**config.mk**
```make
export PLATFORM = sky130hd
export DESIGN_NAME = tpc_front
export DESIGN_NICKNAME = d
export VERILOG_FILES = /design/src/hdl/tpc_pkg.sv /design/src/hdl/tpc_front.sv
export SDC_FILE = /design/constraint.sdc
export NUM_CORES = 1
export LEC_CHECK = 0
export ABC_AREA = 1
export BUFFER_PORTS_ARGS = -buffer_cell sky130_fd_sc_hd__clkbuf_2
export CAP_MARGIN = 20
export CORE_AREA = 8 8 283 285
export DETAILED_ROUTE_END_ITERATION = 12
export DIE_AREA = 0 0 291 293
export MAX_ROUTING_LAYER = met4
export PLACE_DENSITY = 0.43
export SLEW_MARGIN = 0
export SYNTH_ARGS = -nofsm -noshare
export SYNTH_HDL_FRONTEND = slang
export SYNTH_SLANG_ARGS = --single-unit
```
**constraint.sdc**
```tcl
create_clock -name clock -period 9.9 [get_ports clock]
set_input_delay 0 -clock clock [delete_from_list [all_inputs] [get_ports clock]]
set_output_delay 0 -clock clock [all_outputs]
set_load 0.01 [all_outputs]
```
**src/hdl/tpc_pkg.sv**
```systemverilog
// Shared types and constants for the triangle plane clipper.
// No dependencies; every other file in hdl/ imports this package.
package tpc_pkg;

   localparam int POS_W   = 32;              // Q16.16 positions
   localparam int NORM_W  = 16;              // Q2.14 normals
   localparam int ID_W    = 20;
   localparam int COLOR_W = 24;
   localparam int TRI_W   = 16;
   localparam int T_FRAC  = 16;              // fraction bits of the edge parameter
   localparam int N_FRAC  = NORM_W - 2;      // fraction bits of a unit normal

   localparam int DIST_W  = POS_W + NORM_W + 2;   // signed plane distance
   localparam int DIV_W   = DIST_W;               // unsigned divider operands
   localparam int QUOT_W  = T_FRAC + 1;
   localparam int STEP_W  = $clog2(T_FRAC + 1);
   localparam int MUL_A_W = POS_W + 1;
   localparam int MUL_B_W = T_FRAC + 2;
   localparam int PROD_W  = MUL_A_W + MUL_B_W;
   localparam int LEN2_W  = 2 * NORM_W;
   localparam int LEN_W   = NORM_W;

   localparam int CSR_AW  = 4;
   localparam int CSR_DW  = 32;
   localparam logic [NORM_W-1:0] PNZ_RESET = NORM_W'(16384);

   typedef enum logic [1:0] {
      CSR_PNX  = 2'd0,
      CSR_PNY  = 2'd1,
      CSR_PNZ  = 2'd2,
      CSR_POFF = 2'd3
   } csr_index_type;

   typedef struct packed {
      logic signed [POS_W-1:0]  vertex_x;
      logic signed [POS_W-1:0]  vertex_y;
      logic signed [POS_W-1:0]  vertex_z;
      logic signed [NORM_W-1:0] normal_x;
      logic signed [NORM_W-1:0] normal_y;
      logic signed [NORM_W-1:0] normal_z;
      logic [ID_W-1:0]          vertex_id;
      logic [COLOR_W-1:0]       tri_color;
      logic [TRI_W-1:0]         tri_index;
   } req_type;

   typedef struct packed {
      logic signed [POS_W-1:0]  out_x;
      logic signed [POS_W-1:0]  out_y;
      logic signed [POS_W-1:0]  out_z;
      logic signed [NORM_W-1:0] out_nx;
      logic signed [NORM_W-1:0] out_ny;
      logic signed [NORM_W-1:0] out_nz;
      logic [ID_W-1:0]          out_vertex_id;
      logic                     is_new_vertex;
      logic [COLOR_W-1:0]       out_color;
      logic [TRI_W-1:0]         out_tri_index;
      logic                     tri_end;
      logic                     run_last;
   } rsp_type;

   typedef struct packed {
      logic [2:0][POS_W-1:0]  pos;
      logic [2:0][NORM_W-1:0] norm;
      logic [ID_W-1:0]        id;
   } vertex_type;

   typedef struct packed {
      vertex_type [2:0]   vtx;
      logic [COLOR_W-1:0] color;
      logic [TRI_W-1:0]   tri_index;
   } tri_type;

   typedef struct packed {
      logic [2:0][NORM_W-1:0] norm;
      logic [POS_W-1:0]       offset;
   } plane_type;

   typedef struct packed {
      logic              start;
      logic [DIV_W-1:0]  num;
      logic [DIV_W-1:0]  den;
      logic [STEP_W-1:0] steps;
   } div_req_type;

   typedef struct packed {
      logic              done;
      logic [QUOT_W-1:0] quot;
   } div_rsp_type;

   typedef enum logic [3:0] {
      S_IDLE, S_DIST, S_DWAIT, S_CLASS, S_TSTART, S_TWAIT, S_LERP, S_LWAIT,
      S_LEN, S_LENWAIT, S_SQRT, S_NSTART, S_NWAIT, S_EMIT
   } back_state_type;

   typedef enum logic [1:0] {
      MODE_ALL, MODE_ONE, MODE_TWO
   } mode_type;

   typedef enum logic [2:0] {
      SRC_V0, SRC_V1, SRC_V2, SRC_CUT0, SRC_CUT1
   } src_type;

   typedef enum logic [1:0] {
      WB_DIST, WB_LERP, WB_LEN
   } wb_kind_type;

   typedef struct packed {
      logic        valid;
      wb_kind_type kind;
      logic [1:0]  v;
      logic [2:0]  c;
   } wb_type;

   typedef struct packed {
      src_type src;
      logic    tri_end;
      logic    last;
   } emit_type;

endpackage

```
**src/hdl/tpc_front.sv**
```systemverilog
// Front end: collects three vertex transactions into one triangle record.
// Depends on tpc_pkg.
module tpc_front (
   input  logic             clock,
   input  logic             reset,
   input  logic             req_valid,
   output logic             req_ready,
   input  tpc_pkg::req_type req_payload,
   output logic             push_valid,
   input  logic             push_ready,
   output tpc_pkg::tri_type push_data
);
   import tpc_pkg::*;

   logic [1:0]         count_ff, count_in;
   vertex_type [1:0]   held_ff, held_in;
   logic [COLOR_W-1:0] color_ff, color_in;
   logic [TRI_W-1:0]   index_ff, index_in;
   vertex_type         cur;
   logic               accept;

   assign cur.pos  = {req_payload.vertex_z, req_payload.vertex_y, req_payload.vertex_x};
   assign cur.norm = {req_payload.normal_z, req_payload.normal_y, req_payload.normal_x};
   assign cur.id   = req_payload.vertex_id;

   assign req_ready  = (count_ff != 2'd2) || push_ready;
   assign push_valid = req_valid && (count_ff == 2'd2);
   assign accept     = req_valid && req_ready;

   always_comb begin
      push_data.vtx       = {cur, held_ff[1], held_ff[0]};
      push_data.color     = color_ff;
      push_data.tri_index = index_ff;
   end

   always_comb begin
      count_in = count_ff;
      held_in  = held_ff;
      color_in = color_ff;
      index_in = index_ff;
      if (accept) begin
         if (count_ff == 2'd2) begin
            count_in = 2'd0;
         end else begin
            held_in[count_ff[0]] = cur;
            count_in = count_ff + 2'd1;
            if (count_ff == 2'd0) begin
               color_in = req_payload.tri_color;
               index_in = req_payload.tri_index;
            end
         end
      end
   end

   always_ff @(posedge clock) begin
      if (reset) begin
         count_ff <= 2'd0;
      end else begin
         count_ff <= count_in;
      end
   end

   always_ff @(posedge clock) begin
      held_ff  <= held_in;
      color_ff <= color_in;
      index_ff <= index_in;
   end

endmodule

```
==> flow_summary.json <==
{
  "p_per_area_nw_per_um2": 187,
  "design.die.area_um2": 85300,
  "grt_max_degree": 63,
  "grt_use_total": 0.0928,
  "cp_cell_sequence": "inv_1, nand3_1, inv_6, buf_4",
  "finalHoldViolCount": 0,
  "syn_area_per_cell_um2": 22.5,
  "clock-sinks": 370,
  "die_h_um": 293,
  "total_leakage_power_uw": 0.00808,
  "root_buffer": "clkbuf_16",
  "yosys_register_bits": 370,
  "cts_setup_buffers": 0,
  "initial_utilization": 0.164,
  "worst-setup-path-type": "flip-flop to flip-flop",
  "ant_nets": 0,
  "end_kind": "flip-flop",
  "routed_wl_mm": 41.4,
  "synth_area_um2": 12400,
  "yosysUniqueCellTypes": 13,
  "drc": 0,
  "timing.setup.tns_ns": 0,
  "clkLatencyLatePin_ns": 0.53,
  "slowest_delay_ns": 0.75,
  "cp-start-kind": "flip-flop",
  "syn2layout_area_growth_pct": 56.9,
  "hold_path.class": "input port to flip-flop",
  "drv_cap": 0,
  "routabilityCongestion": 0.739,
  "num_vias": 7899,
  "cp_max_fo": 58,
  "cts_tree": "yes",
  "num_rows": 101,
  "cts.clk_slew.worst_paths_ns": 0.06,
  "fin_hold_ws_ns": 0.181,
  "drive_above_1_share": 0.571,
  "h-tree-depth": 2,
  "die_w_um": 291,
  "ff2ff_path_depth": 4,
  "whs_path_depth": 2,
  "stdcell_count": 2388,
  "ios": 742,
  "dpl.hpwl_mm": 30.8,
  "cp.required_ns": 10.05,
  "grt_overflow": 0,
  "cts-buffers-inserted": 40,
  "fin_crit_sh": 0.234,
  "relSlewSlack": 0.385,
  "mostFrequentLayoutCells": "clkbuf_2, edfxtp_1, dlygate4sd3_1",
  "synth_nets": 759,
  "layout_commonest_cell": "clkbuf_2",
  "synthCells": 551,
  "ir_drop_uv": 140,
  "finalSetupViolCount": 0,
  "rsz0062_at_grt": "no",
  "clock_skew_ns": 0.0118,
  "p_total_uw": 3640,
  "synth_top_area_frac": 0.891,
  "routedWlPerCell_um": 17.3,
  "fmax_mhz": 432,
  "vias_per_cell": 3.31,
  "max_slew.worst_pin.slew_ns": 0.922,
  "grt_pass1_vias": 8875,
  "antenna_found_initial": 3,
  "yosysWarnings": 0,
  "crit_slowest_cell": "buf_4",
  "io_buffers": 741,
  "grt_pass1_wl_mm": 58.5,
  "outcome": "completed",
  "coreArea_um2": 75400,
  "worstPathArrival_ns": 2.47,
  "synth_area_leaders": "edfxtp_1, buf_4, dfxtp_1, inv_1, nand2_1",
  "ys_seq_area_frac": 0.894,
  "dr.pass1.iters": 4,
  "period_minus_slack_ns": 2.31,
  "dp_cells": 2111,
  "slew_violations": 0,
  "synthDominantAreaCellType": "edfxtp_1",
  "final_nets": 1590,
  "drt_iter0_markers": 259,
  "cts_buffer_depth": 3
}
-- final timing paths --
check                  startpoint        endpoint  slack, ns
setup / recovery      count_ff[1]  push_data[174]       7.59
hold / removal    req_payload[26]    color_ff[10]       0.18
setup reg to reg      count_ff[1]  push_data[174]       7.59
hold reg to reg       count_ff[0]     count_ff[0]       0.50
-- cell type report --
cell class,instances,area (um2)
Antenna cell,1,2.50
Clock buffer,51,1060
Clock inverter,18,166
Fill cell,7725,56000
Inverter,7,36.3
Multi-Input combinational cell,10,55.1
Sequential cell,370,11100
Tap cell,978,1220
Timing Repair Buffer,953,5820
-- cells by family after synthesis --
logic type / count (synthesis) / synth area share
AOI/OAI and AO/OA: 2 / 0.00111
buffers and inverters: 171 / 0.101
DFF: 370 / 0.894
and+or+nand+nor: 8 / 0.00333
-- critical path, delay by kind of cell (launching register included) --
family                 cells  cell delay [ns]
and+or+nand+nor            1             0.19
buffers and inverters      3             1.33
DFF                        1             0.33
-- synth_stat cells --
library cell  count
dfxtp_1           2
a21oi_1           1
nand2_2           1
edfxtp_1        368
nand3_2           1
clkinv_1          1
a21oi_2           1
nor3_1            1
nand3_1           1
inv_1             5
buf_4           164
nand2_1           4
inv_2             1
-- through the flow --
step | utilization | worst slack [ns] | cell area, um2
finish | 0.258 | 7.59 | 19500
global route | 0.258 | 7.38 | 19500
CTS | 0.258 | 7.51 | 19500
detailed placement | 0.214 | 7.52 | 16200
global placement | 0.214 | 7.55 | 16200
floorplan | - | 5.01 | 12400
-- report_power, final --
group / leakage [uW] / switching [uW] / internal (uW)
clock: 0.000597 / 582 / 834
sequential: 0.00347 / 23.4 / 1830
combinational: 0.00402 / 213 / 155
total: 0.00808 / 818 / 2820
-- per-layer routing --
layer	up-vias	GRT usage	wire length, um
met3	70	0.0314	3200
met1	3806	0.0981	15500
met4	0	0.0311	1210
met5	-	-	0
li1	3576	-	-
met2	447	0.163	21500
-- sequential cells by signal, indices dropped and copies added (netlist names) --
name and count:
color_ff 24, count_ff 2, push_data 328, index_ff 16
-- what timing repair did --
item	4_1_cts	5_1_grt
hold buffers	207	0
endpoints found under the hold margin	370	0
gates resized for setup	0	0
Power figures use the tool's default switching activity.
