`src/hdl/tpc_pkg.sv`:
```
// Shared types and constants for the triangle plane clipper.
// No dependencies; every other file in hdl/ imports this package.
package tpc_pkg;

   localparam int POS_W   = 32;              // Q16.16 positions
   localparam int NORM_W  = 16;              // Q2.14 normals
   localparam int ID_W    = 20;
   localparam int COLOR_W = 24;
   localparam int TRI_W   = 16;
   localparam int T_FRAC  = 16;              // fraction bits of the edge parameter
   localparam int N_FRAC  = NORM_W - 2;      // fraction bits of a unit normal

   localparam int DIST_W  = POS_W + NORM_W + 2;   // signed plane distance
   localparam int DIV_W   = DIST_W;               // unsigned divider operands
   localparam int QUOT_W  = T_FRAC + 1;
   localparam int STEP_W  = $clog2(T_FRAC + 1);
   localparam int MUL_A_W = POS_W + 1;
   localparam int MUL_B_W = T_FRAC + 2;
   localparam int PROD_W  = MUL_A_W + MUL_B_W;
   localparam int LEN2_W  = 2 * NORM_W;
   localparam int LEN_W   = NORM_W;

   localparam int CSR_AW  = 4;
   localparam int CSR_DW  = 32;
   localparam logic [NORM_W-1:0] PNZ_RESET = NORM_W'(16384);

   typedef enum logic [1:0] {
      CSR_PNX  = 2'd0,
      CSR_PNY  = 2'd1,
      CSR_PNZ  = 2'd2,
      CSR_POFF = 2'd3
   } csr_index_type;

   typedef struct packed {
      logic signed [POS_W-1:0]  vertex_x;
      logic signed [POS_W-1:0]  vertex_y;
      logic signed [POS_W-1:0]  vertex_z;
      logic signed [NORM_W-1:0] normal_x;
      logic signed [NORM_W-1:0] normal_y;
      logic signed [NORM_W-1:0] normal_z;
      logic [ID_W-1:0]          vertex_id;
      logic [COLOR_W-1:0]       tri_color;
      logic [TRI_W-1:0]         tri_index;
   } req_type;

   typedef struct packed {
      logic signed [POS_W-1:0]  out_x;
      logic signed [POS_W-1:0]  out_y;
      logic signed [POS_W-1:0]  out_z;
      logic signed [NORM_W-1:0] out_nx;
      logic signed [NORM_W-1:0] out_ny;
      logic signed [NORM_W-1:0] out_nz;
      logic [ID_W-1:0]          out_vertex_id;
      logic                     is_new_vertex;
      logic [COLOR_W-1:0]       out_color;
      logic [TRI_W-1:0]         out_tri_index;
      logic                     tri_end;
      logic                     run_last;
   } rsp_type;

   typedef struct packed {
      logic [2:0][POS_W-1:0]  pos;
      logic [2:0][NORM_W-1:0] norm;
      logic [ID_W-1:0]        id;
   } vertex_type;

   typedef struct packed {
      vertex_type [2:0]   vtx;
      logic [COLOR_W-1:0] color;
      logic [TRI_W-1:0]   tri_index;
   } tri_type;

   typedef struct packed {
      logic [2:0][NORM_W-1:0] norm;
      logic [POS_W-1:0]       offset;
   } plane_type;

   typedef struct packed {
      logic              start;
      logic [DIV_W-1:0]  num;
      logic [DIV_W-1:0]  den;
      logic [STEP_W-1:0] steps;
   } div_req_type;

   typedef struct packed {
      logic              done;
      logic [QUOT_W-1:0] quot;
   } div_rsp_type;

   typedef enum logic [3:0] {
      S_IDLE, S_DIST, S_DWAIT, S_CLASS, S_TSTART, S_TWAIT, S_LERP, S_LWAIT,
      S_LEN, S_LENWAIT, S_SQRT, S_NSTART, S_NWAIT, S_EMIT
   } back_state_type;

   typedef enum logic [1:0] {
      MODE_ALL, MODE_ONE, MODE_TWO
   } mode_type;

   typedef enum logic [2:0] {
      SRC_V0, SRC_V1, SRC_V2, SRC_CUT0, SRC_CUT1
   } src_type;

   typedef enum logic [1:0] {
      WB_DIST, WB_LERP, WB_LEN
   } wb_kind_type;

   typedef struct packed {
      logic        valid;
      wb_kind_type kind;
      logic [1:0]  v;
      logic [2:0]  c;
   } wb_type;

   typedef struct packed {
      src_type src;
      logic    tri_end;
      logic    last;
   } emit_type;

endpackage

```
`src/hdl/tpc_queue.sv`:
```
// Two-entry triangle queue between front end and clip engine.
// Depends on tpc_pkg.
module tpc_queue (
   input  logic             clock,
   input  logic             reset,
   input  logic             push_valid,
   output logic             push_ready,
   input  tpc_pkg::tri_type push_data,
   output logic             pop_valid,
   input  logic             pop_ready,
   output tpc_pkg::tri_type pop_data
);
   import tpc_pkg::*;

   tri_type    mem_ff [2];
   logic       wr_ptr_ff, wr_ptr_in;
   logic       rd_ptr_ff, rd_ptr_in;
   logic [1:0] count_ff, count_in;
   logic       do_push, do_pop;

   assign push_ready = (count_ff != 2'd2);
   assign pop_valid  = (count_ff != 2'd0);
   assign pop_data   = mem_ff[rd_ptr_ff];
   assign do_push    = push_valid && push_ready;
   assign do_pop     = pop_valid && pop_ready;

   always_comb begin
      wr_ptr_in = do_push ? ~wr_ptr_ff : wr_ptr_ff;
      rd_ptr_in = do_pop  ? ~rd_ptr_ff : rd_ptr_ff;
      count_in  = count_ff + 2'(do_push) - 2'(do_pop);
   end

   always_ff @(posedge clock) begin
      if (reset) begin
         wr_ptr_ff <= 1'b0;
         rd_ptr_ff <= 1'b0;
         count_ff  <= 2'd0;
      end else begin
         wr_ptr_ff <= wr_ptr_in;
         rd_ptr_ff <= rd_ptr_in;
         count_ff  <= count_in;
      end
   end

   always_ff @(posedge clock) begin
      if (do_push) begin
         mem_ff[wr_ptr_ff] <= push_data;
      end
   end

endmodule

```
`config.mk`:
```
export PLATFORM = sky130hd
export DESIGN_NAME = tpc_queue
export DESIGN_NICKNAME = d
export VERILOG_FILES = /design/src/hdl/tpc_pkg.sv /design/src/hdl/tpc_queue.sv
export SDC_FILE = /design/constraint.sdc
export NUM_CORES = 1
export LEC_CHECK = 0
export ABC_AREA = 1
export CAP_MARGIN = 20
export CORE_AREA = 2 2 420 422
export CTS_BUF_LIST = sky130_fd_sc_hd__clkbuf_8
export DETAILED_ROUTE_END_ITERATION = 8
export DIE_AREA = 0 0 422 424
export DONT_BUFFER_PORTS = 1
export SLEW_MARGIN = 0
export SYNTH_ARGS = -nofsm -noshare
export SYNTH_HDL_FRONTEND = slang
export SYNTH_SLANG_ARGS = --single-unit
```
`constraint.sdc`:
```
create_clock -name clock -period 83.3 [get_ports clock]
set_input_delay 16.66 -clock clock [delete_from_list [all_inputs] [get_ports clock]]
set_output_delay 16.66 -clock clock [all_outputs]
set_load 0.02 [all_outputs]
```
==> summary.txt <==
Run status
  – Status: completed

CTS
  – Post-CTS Resized: 0
  – Sink Count: roughly 1100
  – Post-CTS Hold Buffers: 0
  – Clock Path Buffers: 3
  – CTS tree: yes
  – Clock-pin slew on the worst setup and hold paths: ~50 ps
  – Root Driver: clkbuf_8
  – Post CTS Setup Buffer Count: 0
  – CTS Buf Count: between 150 and 200
  – H-tree levels: 4
  – Clk_lat worst skew: 910 ps

Worst setup path
  – Crit path max-delay family: buffers and inverters
  – Reg-to-Reg End: mem_ff[1][303]
  – Critical Path Max Stage Delay: 760 ps
  – CP max stage cell: buf_4
  – Crit-path cells: buf_4 > buf_4 > buf_4 > mux2_2
  – Reg2reg start: count_ff[0]
  – CP startpoint kind: register
  – Crit Path Class: reg -> out
  – CP bufs+invs: 3
  – Worst Path Arrival: 4310 ps
  – Crit. End Element: primary output
  – WP data required: ~67000 ps
  – Most Frequent Cell on Critical Path: buf_4
  – Reg2Reg Setup Slack: 78590 ps
  – Reg2reg path depth: 7
  – Stages on the worst setup path: 4
  – Crit-path max FO: 72

Die
  – Die width: 422 microns
  – Height of the die: approximately 420 microns
  – Starting Density: 0.222
  – Cell Rows: 154
  – Core area: 175000 sq um
  – Num ports: ~1100
  – Die ar.: 179000 sq um

Place
  – Port buffer count: 0
  – HPWL Detailed: 87500 microns
  – Place WS: roughly 63000 ps
  – Gp weighted congestion: ~0.94

Timing
  – Min cycle time layout: 20970 ps
  – Max_slew headroom: 0.241
  – PnR worst setup slack: around 62000 ps
  – Final hold vios: 0
  – RSZ-0062 raised after global routing: false
  – Setup Skew: 46.3 ps
  – Max Transition Viols Final: 0
  – Fmax: roughly 48 MHz
  – Setup TNS: 0 ps
  – Final setup violation count: 0
  – Final period util: 0.252
  – Tightest Pin Transition: between 1000 and 1500 ps

Worst hold path
  – HP Class: reg -> reg
  – Hold EP: rd_ptr_ff
  – Worst hold stages: 2
  – Hold wc startpoint: rd_ptr_ff

Yosys
  – Post-synth top area cell: edfxtp_1
  – Synth Cell Area: 38800 sq um
  – Synth Warn #: 0
  – Post-synth cell types: 11
  – Avg Cell Area, Syn: 22.9 sq um
  – Sequential share of the synthesized area: 0.826
  – Synth area leaders: edfxtp_1, mux2_2, buf_6
  – Top cell type's share of synthesized area: 0.823
  – Syn nets: 2230
  – Mapped Cells: 1692
  – #FFs+latches synth: 1069

GRT
  – Largest net degree at the start of global routing: 162
  – Antenna violations before repair: 67
  – Global-route wire length before repair: 150000 microns
  – Total gr overflow: 0
  – GR Util All Layers: 0.124
  – Vias in the first global route: 17338

Drt
  – Wire per inst: 26.8 microns
  – Final antenna-violating net count: 0
  – First-pass iteration count of the detailed router: 5
  – Vias per cell: 4.00
  – Vias: 17327
  – Total wire length: about 120000 microns
  – Iteration-0 DRC Markers: 1468
  – Drc violations: 0

Finish
  – Fillers: 17698
  – Area Overhead vs Synth: 15.0%
  – Area of the multi-input gates: roughly 6100 sq um
  – Seq. cell area: approximately 32000 sq um
  – Commonest non-fill, non-tap cells in the layout: edfxtp_1, mux2_2, clkbuf_8
  – Final net count: 2370
  – Layout cells sized above 1: 0.390
  – Most common cell after layout, fill and taps aside: edfxtp_1

Power
  – Leak: between 10 and 15 nW
  – Peak VDD IR: between 15 and 20 uV
  – PD cells: ~32 nW/um^2

Job
  – Max cap viols: 0
==> cell families after synthesis <==
| family | Yosys count | synth area share |
|---|---|---|
| fa+ha+maj | 2 | 0.000645 |
| simple gates | 20 | 0.00203 |
| mux | 532 | 0.154 |
| buf+inv | 67 | 0.0171 |
| flops | 1069 | 0.826 |
| compound gates | 2 | 0.000258 |
==> cell type report <==
class,count,area share
Sequential cell,1069,0.718
Multi-Input combinational cell,556,0.137
Clock inverter,126,0.0170
Inverter,8,0.000841
Timing Repair Buffer,22,0.00471
Tap cell,2340,0.0656
Clock buffer,177,0.0546
Antenna cell,35,0.00196
==> worst max path at each step <==
stage	startpoint	to
after global routing	register	pop_data[419]
final	register	pop_data[30]
after CTS	register	pop_data[30]
after floorplan	push_valid	mem_ff[0][0]
after detailed placement	push_valid	mem_ff[1][303]
after global placement	push_valid	mem_ff[1][303]
==> stage by stage <==
stage	instances	util	hold slack (ps)	area, sq um	total power [W]
3_3_place_gp	3994	0.236	501	41300	0.00104
2_1_floorplan	1692	-	467	38800	0.00103
3_5_place_dp	3995	0.236	504	41300	0.00104
6_report	4333	0.255	511	44600	0.00145
4_1_cts	4298	0.255	517	44500	0.00147
5_1_grt	4303	0.255	564	44500	0.00150
==> flip-flops by register name, indices dropped and copies added, names as in the netlist, named ones only <==
name and cells:
count_ff 2, wr_ptr_ff 1, mem_ff 1064, rd_ptr_ff 1
==> synthesized netlist by cell type <==
| library cell | n |
|---|---|
| nand3_1 | 3 |
| mux2_2 | 532 |
| edfxtp_1 | 1064 |
| nand2_1 | 8 |
| ha_1 | 2 |
| dfxtp_1 | 5 |
| buf_6 | 54 |
| buf_2 | 5 |
| a21oi_1 | 2 |
| inv_1 | 8 |
| nor2_1 | 9 |
==> worst min-delay path: stages (launching register included) <==
cell and delay, ps:
dfxtp_1 330, nor2_1 60, nor2_1 90
==> power breakdown <==
part	internal [W]	switching, W	total, W
logic	0.0000880	0.000235	0.000323
registers	0.000682	0.0000176	0.000700
clock network	0.000215	0.000208	0.000423
total	0.000985	0.000461	0.00145
==> layer usage <==
layer	GRT usage	up-vias	routed length, microns
li1	-	7125	-
met1	0.126	8999	39500
met2	0.209	900	58100
met3	0.0705	255	14400
met4	0.0461	48	3550
met5	0	-	346
(Power assumes the default switching activity.)
