File: src/hdl/tpc_pkg.sv
// Shared types and constants for the triangle plane clipper.
// No dependencies; every other file in hdl/ imports this package.
package tpc_pkg;

   localparam int POS_W   = 32;              // Q16.16 positions
   localparam int NORM_W  = 16;              // Q2.14 normals
   localparam int ID_W    = 20;
   localparam int COLOR_W = 24;
   localparam int TRI_W   = 16;
   localparam int T_FRAC  = 16;              // fraction bits of the edge parameter
   localparam int N_FRAC  = NORM_W - 2;      // fraction bits of a unit normal

   localparam int DIST_W  = POS_W + NORM_W + 2;   // signed plane distance
   localparam int DIV_W   = DIST_W;               // unsigned divider operands
   localparam int QUOT_W  = T_FRAC + 1;
   localparam int STEP_W  = $clog2(T_FRAC + 1);
   localparam int MUL_A_W = POS_W + 1;
   localparam int MUL_B_W = T_FRAC + 2;
   localparam int PROD_W  = MUL_A_W + MUL_B_W;
   localparam int LEN2_W  = 2 * NORM_W;
   localparam int LEN_W   = NORM_W;

   localparam int CSR_AW  = 4;
   localparam int CSR_DW  = 32;
   localparam logic [NORM_W-1:0] PNZ_RESET = NORM_W'(16384);

   typedef enum logic [1:0] {
      CSR_PNX  = 2'd0,
      CSR_PNY  = 2'd1,
      CSR_PNZ  = 2'd2,
      CSR_POFF = 2'd3
   } csr_index_type;

   typedef struct packed {
      logic signed [POS_W-1:0]  vertex_x;
      logic signed [POS_W-1:0]  vertex_y;
      logic signed [POS_W-1:0]  vertex_z;
      logic signed [NORM_W-1:0] normal_x;
      logic signed [NORM_W-1:0] normal_y;
      logic signed [NORM_W-1:0] normal_z;
      logic [ID_W-1:0]          vertex_id;
      logic [COLOR_W-1:0]       tri_color;
      logic [TRI_W-1:0]         tri_index;
   } req_type;

   typedef struct packed {
      logic signed [POS_W-1:0]  out_x;
      logic signed [POS_W-1:0]  out_y;
      logic signed [POS_W-1:0]  out_z;
      logic signed [NORM_W-1:0] out_nx;
      logic signed [NORM_W-1:0] out_ny;
      logic signed [NORM_W-1:0] out_nz;
      logic [ID_W-1:0]          out_vertex_id;
      logic                     is_new_vertex;
      logic [COLOR_W-1:0]       out_color;
      logic [TRI_W-1:0]         out_tri_index;
      logic                     tri_end;
      logic                     run_last;
   } rsp_type;

   typedef struct packed {
      logic [2:0][POS_W-1:0]  pos;
      logic [2:0][NORM_W-1:0] norm;
      logic [ID_W-1:0]        id;
   } vertex_type;

   typedef struct packed {
      vertex_type [2:0]   vtx;
      logic [COLOR_W-1:0] color;
      logic [TRI_W-1:0]   tri_index;
   } tri_type;

   typedef struct packed {
      logic [2:0][NORM_W-1:0] norm;
      logic [POS_W-1:0]       offset;
   } plane_type;

   typedef struct packed {
      logic              start;
      logic [DIV_W-1:0]  num;
      logic [DIV_W-1:0]  den;
      logic [STEP_W-1:0] steps;
   } div_req_type;

   typedef struct packed {
      logic              done;
      logic [QUOT_W-1:0] quot;
   } div_rsp_type;

   typedef enum logic [3:0] {
      S_IDLE, S_DIST, S_DWAIT, S_CLASS, S_TSTART, S_TWAIT, S_LERP, S_LWAIT,
      S_LEN, S_LENWAIT, S_SQRT, S_NSTART, S_NWAIT, S_EMIT
   } back_state_type;

   typedef enum logic [1:0] {
      MODE_ALL, MODE_ONE, MODE_TWO
   } mode_type;

   typedef enum logic [2:0] {
      SRC_V0, SRC_V1, SRC_V2, SRC_CUT0, SRC_CUT1
   } src_type;

   typedef enum logic [1:0] {
      WB_DIST, WB_LERP, WB_LEN
   } wb_kind_type;

   typedef struct packed {
      logic        valid;
      wb_kind_type kind;
      logic [1:0]  v;
      logic [2:0]  c;
   } wb_type;

   typedef struct packed {
      src_type src;
      logic    tri_end;
      logic    last;
   } emit_type;

endpackage

File: src/hdl/tpc_div.sv
// Bit-serial fraction divider: floor(num * 2^steps / den) for num <= den.
// Depends on tpc_pkg.
module tpc_div (
   input  logic                 clock,
   input  logic                 reset,
   input  tpc_pkg::div_req_type div_req,
   output tpc_pkg::div_rsp_type div_rsp
);
   import tpc_pkg::*;

   logic [DIV_W:0]    rem_ff, rem_in;
   logic [DIV_W-1:0]  den_ff, den_in;
   logic [QUOT_W-1:0] quot_ff, quot_in;
   logic [STEP_W-1:0] step_ff, step_in;
   logic              busy_ff, busy_in;
   logic              first_ff, first_in;
   logic              done_ff, done_in;
   logic [DIV_W:0]    cand;
   logic              ge;

   // first step compares the numerator as is, later steps shift one bit in
   assign cand = first_ff ? rem_ff : {rem_ff[DIV_W-1:0], 1'b0};
   assign ge   = cand >= {1'b0, den_ff};

   always_comb begin
      rem_in   = rem_ff;
      den_in   = den_ff;
      quot_in  = quot_ff;
      step_in  = step_ff;
      busy_in  = busy_ff;
      first_in = first_ff;
      done_in  = 1'b0;
      if (div_req.start) begin
         rem_in   = {1'b0, div_req.num};
         den_in   = div_req.den;
         quot_in  = '0;
         step_in  = div_req.steps;
         busy_in  = 1'b1;
         first_in = 1'b1;
      end else if (busy_ff) begin
         rem_in   = ge ? (cand - {1'b0, den_ff}) : cand;
         quot_in  = {quot_ff[QUOT_W-2:0], ge};
         first_in = 1'b0;
         if (step_ff == '0) begin
            busy_in = 1'b0;
            done_in = 1'b1;
         end else begin
            step_in = step_ff - 1'b1;
         end
      end
   end

   always_ff @(posedge clock) begin
      if (reset) begin
         busy_ff <= 1'b0;
         done_ff <= 1'b0;
      end else begin
         busy_ff <= busy_in;
         done_ff <= done_in;
      end
   end

   always_ff @(posedge clock) begin
      rem_ff   <= rem_in;
      den_ff   <= den_in;
      quot_ff  <= quot_in;
      step_ff  <= step_in;
      first_ff <= first_in;
   end

   assign div_rsp.done = done_ff;
   assign div_rsp.quot = quot_ff;

endmodule

File: config.mk
export PLATFORM = sky130hd
export DESIGN_NAME = tpc_div
export DESIGN_NICKNAME = d
export VERILOG_FILES = /design/src/hdl/tpc_pkg.sv /design/src/hdl/tpc_div.sv
export SDC_FILE = /design/constraint.sdc
export NUM_CORES = 1
export LEC_CHECK = 0
export ABC_AREA = 1
export BUFFER_PORTS_ARGS = -buffer_cell sky130_fd_sc_hd__buf_2
export CAP_MARGIN = 20
export CORE_ASPECT_RATIO = 1.25
export CORE_MARGIN = 2
export CORE_UTILIZATION = 50
export CTS_BUF_LIST = sky130_fd_sc_hd__clkbuf_4
export DETAILED_ROUTE_END_ITERATION = 6
export PLACE_DENSITY = 0.81
export SLEW_MARGIN = 5
export SYNTH_ARGS = -nofsm -noshare
export SYNTH_HDL_FRONTEND = slang
export SYNTH_SLANG_ARGS = --single-unit
File: constraint.sdc
create_clock -name clock -period 3.86 [get_ports clock]
set_input_delay 0.772 -clock clock [delete_from_list [all_inputs] [get_ports clock]]
set_output_delay 0.772 -clock clock [all_outputs]
set_load 0.03 [all_outputs]
==> out/qor.csv <==
stage,metric,value,unit
pwr,Pwr Density,532,nW/µm²
floorplan,row count,60,
sta,relative slew slack,45.5,%
sta,final hold slack,0.353,ns
cells_and_area,"commonest non-fill, non-tap cells in the layout","590 x nand2_1, 372 x inv_1, 128 x nand3_1, 124 x buf_2, 105 x edfxtp_1",
pwr,Sequential Power Share,28.2,%
status,run status,"finished, violations left",
pwr,switch share,49.3,%
floorplan,die width,136,µm
cells_and_area,Fillers,2209,
pwr,Leakage,6.73,nW
placement,DP HPWL,26.9,mm
route,DRT Pass-1 Iters,7,
status,failing checks,DRC,
sta,final-report setup violation count,0,
sta,Tmin final,3.68,ns
synth,register area share after synthesis,32.8,%
synth,Synth Register Bits,126,
clocking,CTS tree,done,
critical_path,crit path max fanout,32,
clocking,CTS Buf Count,17,
pwr,Power Total,6.46,mW
route,average vias per placed instance,5.10,
critical_path,cell family with most CP delay,simple AND/OR/NAND/NOR gates,
synth,Main synth FF type,edfxtp_1,
sta,Max Slew Vio Count,0,
synth,Synth top area share,28.9,%
pwr,Sw Pwr,3.18,mW
critical_path,critical path's slowest cell,dfxtp_1,
sta,setup tns final,0,ns
floorplan,Die Y,169,µm
floorplan,Initial Util,50.7,%
sta,actual slew at the worst max-slew pin,0.809,ns
synth,"EDFF count, synth",105,
synth,asr flop ratio synth,0,%
global_routing,largest net degree at the start of global routing,64,
clocking,Clock transition at path regs,0.17,ns
placement,Routability Congestion,1.02,
global_routing,initial antenna violation count,1,
critical_path,Arrival @ worst endpoint,4.03,ns
cells_and_area,Final nets,1961,
sta,clk_skew,0.0364,ns
placement,Buffers on Ports,125,
critical_path,CP Buf/Inv Count,4,
critical_path,crit-path most repeated cell,nand2_1,
cells_and_area,"most common cell after layout, fill and taps aside",nand2_1,
sta,Final Hold Vio Count,0,
clocking,Post-CTS Setup Bufs,0,
synth,Mapped Cells,1677,
global_routing,vias in the first global route,10516,
route,Vias,10668,
synth,post-synth top area cell,edfxtp_1,
route,DRT antenna net count,0,
route,Remaining DRCs,2,
global_routing,GRT Resource Usage Total,30.2,%
global_routing,global-route wire length before repair,53.1,mm
synth,distinct cell type count after synthesis,40,
critical_path,CP endpoint kind,flop,
floorplan,core area,21500,µm²
clocking,CTS Hold Bufs,0,
critical_path,"Worst Path Class, Setup",flop to flop,
sta,achievable frequency,0.271,GHz
floorplan,IO Pins,126,
clocking,H-tree Lvls,4,
worst_hold_path,HP Class,input port to flop,
synth,synthesized cell area,10900,µm²
pwr,internal power,3.28,mW
route,Iter 0 DRT Violations,622,
synth,Post-Syn Area per Cell,6.50,µm²
cells_and_area,layout cells sized above 1,15.1,%
clocking,CTS max path bufs,2,
critical_path,Worst Setup Start Kind,flop,
floorplan,DIE AREA,23000,µm²
route,WL/cell,16.4,µm
placement,pre-CTS setup slack,0.0753,ns
clocking,clk_lat worst skew,0.58,ns
clocking,clock sink count,126,
pwr,Clock Power Share,15.8,%
sta,RSZ-0062 raised after global routing,false,
synth,synth warn,0,
synth,syn nets,1840,
pwr,worst vdd ir,269,µV
sta,period utilization,95.5,%
cells_and_area,multi-input logic area,5650,µm²
critical_path,data required time at the worst endpoint,4.21,ns
flow_run,Max Cap Viol,0,
global_routing,GRT overflow,0,
cells_and_area,register area,3570,µm²
critical_path,worst stage delay on the critical path,0.44,ns
critical_path,cell chain of the critical path,inv_2 -> buf_4 -> or2_2 -> o21ai_0 -> inv_1 -> ha_1 -> nand2_1 -> nor2_1 -> nand2_1 -> nor2_1 -> nand3_1 -> nand3_2 -> nor2_4 -> nand2_4 -> buf_12 -> nand2_1 -> nand3_1 -> nand2_1,
cells_and_area,Syn-to-layout area delta,11.6,%
clocking,clk root buf,clkbuf_4,
synth,ranking of synthesized cells by area,"edfxtp_1 29%, nand2_1 20%, inv_1 13%, ha_1 6.2%, nand3_1 5.9%",
route,WL final,34.3,mm
pwr,Logic pwr share,56.0,%
sta,fin worst setup slack,0.176,ns
==> path summary, 6_finish.rpt <==
path | from | slack [ns] | end | depth (start not counted)
worst max register to register | first_ff | 0.18 | rem_ff[12] | 18
worst max-delay path | first_ff | 0.18 | rem_ff[12] | 18
worst min register to register | quot_ff[7] | 0.50 | quot_ff[8] | 2
worst min-delay path | div_req[5] | 0.35 | den_ff[0] | 1
==> synth_stat cells (all sizes together) (2+ instances only) <==
| library cell | n |
|---|---|
| nor2 | 102 |
| clkinv | 3 |
| dfxtp | 21 |
| o22ai | 15 |
| or2 | 48 |
| nand4 | 11 |
| xnor2 | 24 |
| ha | 54 |
| nand2 | 594 |
| and2 | 4 |
| clkbuf | 18 |
| buf | 22 |
| o21bai | 7 |
| a21oi | 30 |
| xor2 | 2 |
| mux2i | 2 |
| inv | 378 |
| nand3 | 159 |
| edfxtp | 105 |
| nand3b | 3 |
| nor3 | 6 |
| o21ai | 63 |
==> registers in the layout, summed over array words and instances, names as in the netlist <==
| register | cells |
|---|---|
| rem_ff | 51 |
| first_ff | 1 |
| done_ff | 1 |
| step_ff | 5 |
| quot_ff | 17 |
| den_ff | 50 |
| busy_ff | 1 |
==> stage by stage <==
stage	std cells	util (%)	instance area, µm²
2_1_floorplan	1677	-	10900
3_5_place_dp	2058	55.1	11800
3_3_place_gp	2058	55.1	11800
5_1_grt	2092	56.6	12200
4_1_cts	2090	56.6	12100
6_report	2092	56.6	12200
==> power groups by stage <==
stage	Clock, mW	Combinational, mW	Sequential, mW
2_1_floorplan	0	2.58	1.81
3_3_place_gp	0	3.52	1.84
3_5_place_dp	0	3.57	1.84
4_1_cts	1.05	3.59	1.82
5_1_grt	1.09	4.05	1.84
6_report	1.02	3.62	1.82
==> what timing repair did <==
action / 4_1_cts / 5_1_grt
hold endpoints to repair: 0 / 0
resized for setup: 0 / 3
setup endpoints to repair: 0 / 47
==> kinds of logic after synthesis <==
group	after synthesis	share of synthesized area, %
AND/OR/NAND/NOR	928	37.3
adder cells (fa/ha/maj)	55	6.39
flip-flops	126	32.8
AO/OA/AOI/OAI	119	5.94
buffers and inverters	421	15.3
multiplexers	2	0.184
XOR/XNOR	26	2.09
==> metal layers <==
layer	part of all wire, %	vias to the layer above	routed length (µm)	GRT usage, %
li1	-	5391	-	-
met1	40	4869	13600	34.0
met2	52	331	17800	56.0
met3	4.1	77	1410	3.68
met4	4.2	0	1450	13.6
met5	0	-	0	0
==> layout make-up <==
type | count | area share (%)
multi-input combinational | 1130 | 46.5
sequential | 126 | 29.4
inverter | 381 | 11.8
timing repair buffer | 142 | 6.79
tap | 279 | 2.87
clock inverter | 15 | 1.57
clock buffer | 17 | 1.05
antenna | 2 | 0.0412
No activity file was read; power rests on OpenSTA's default activity.
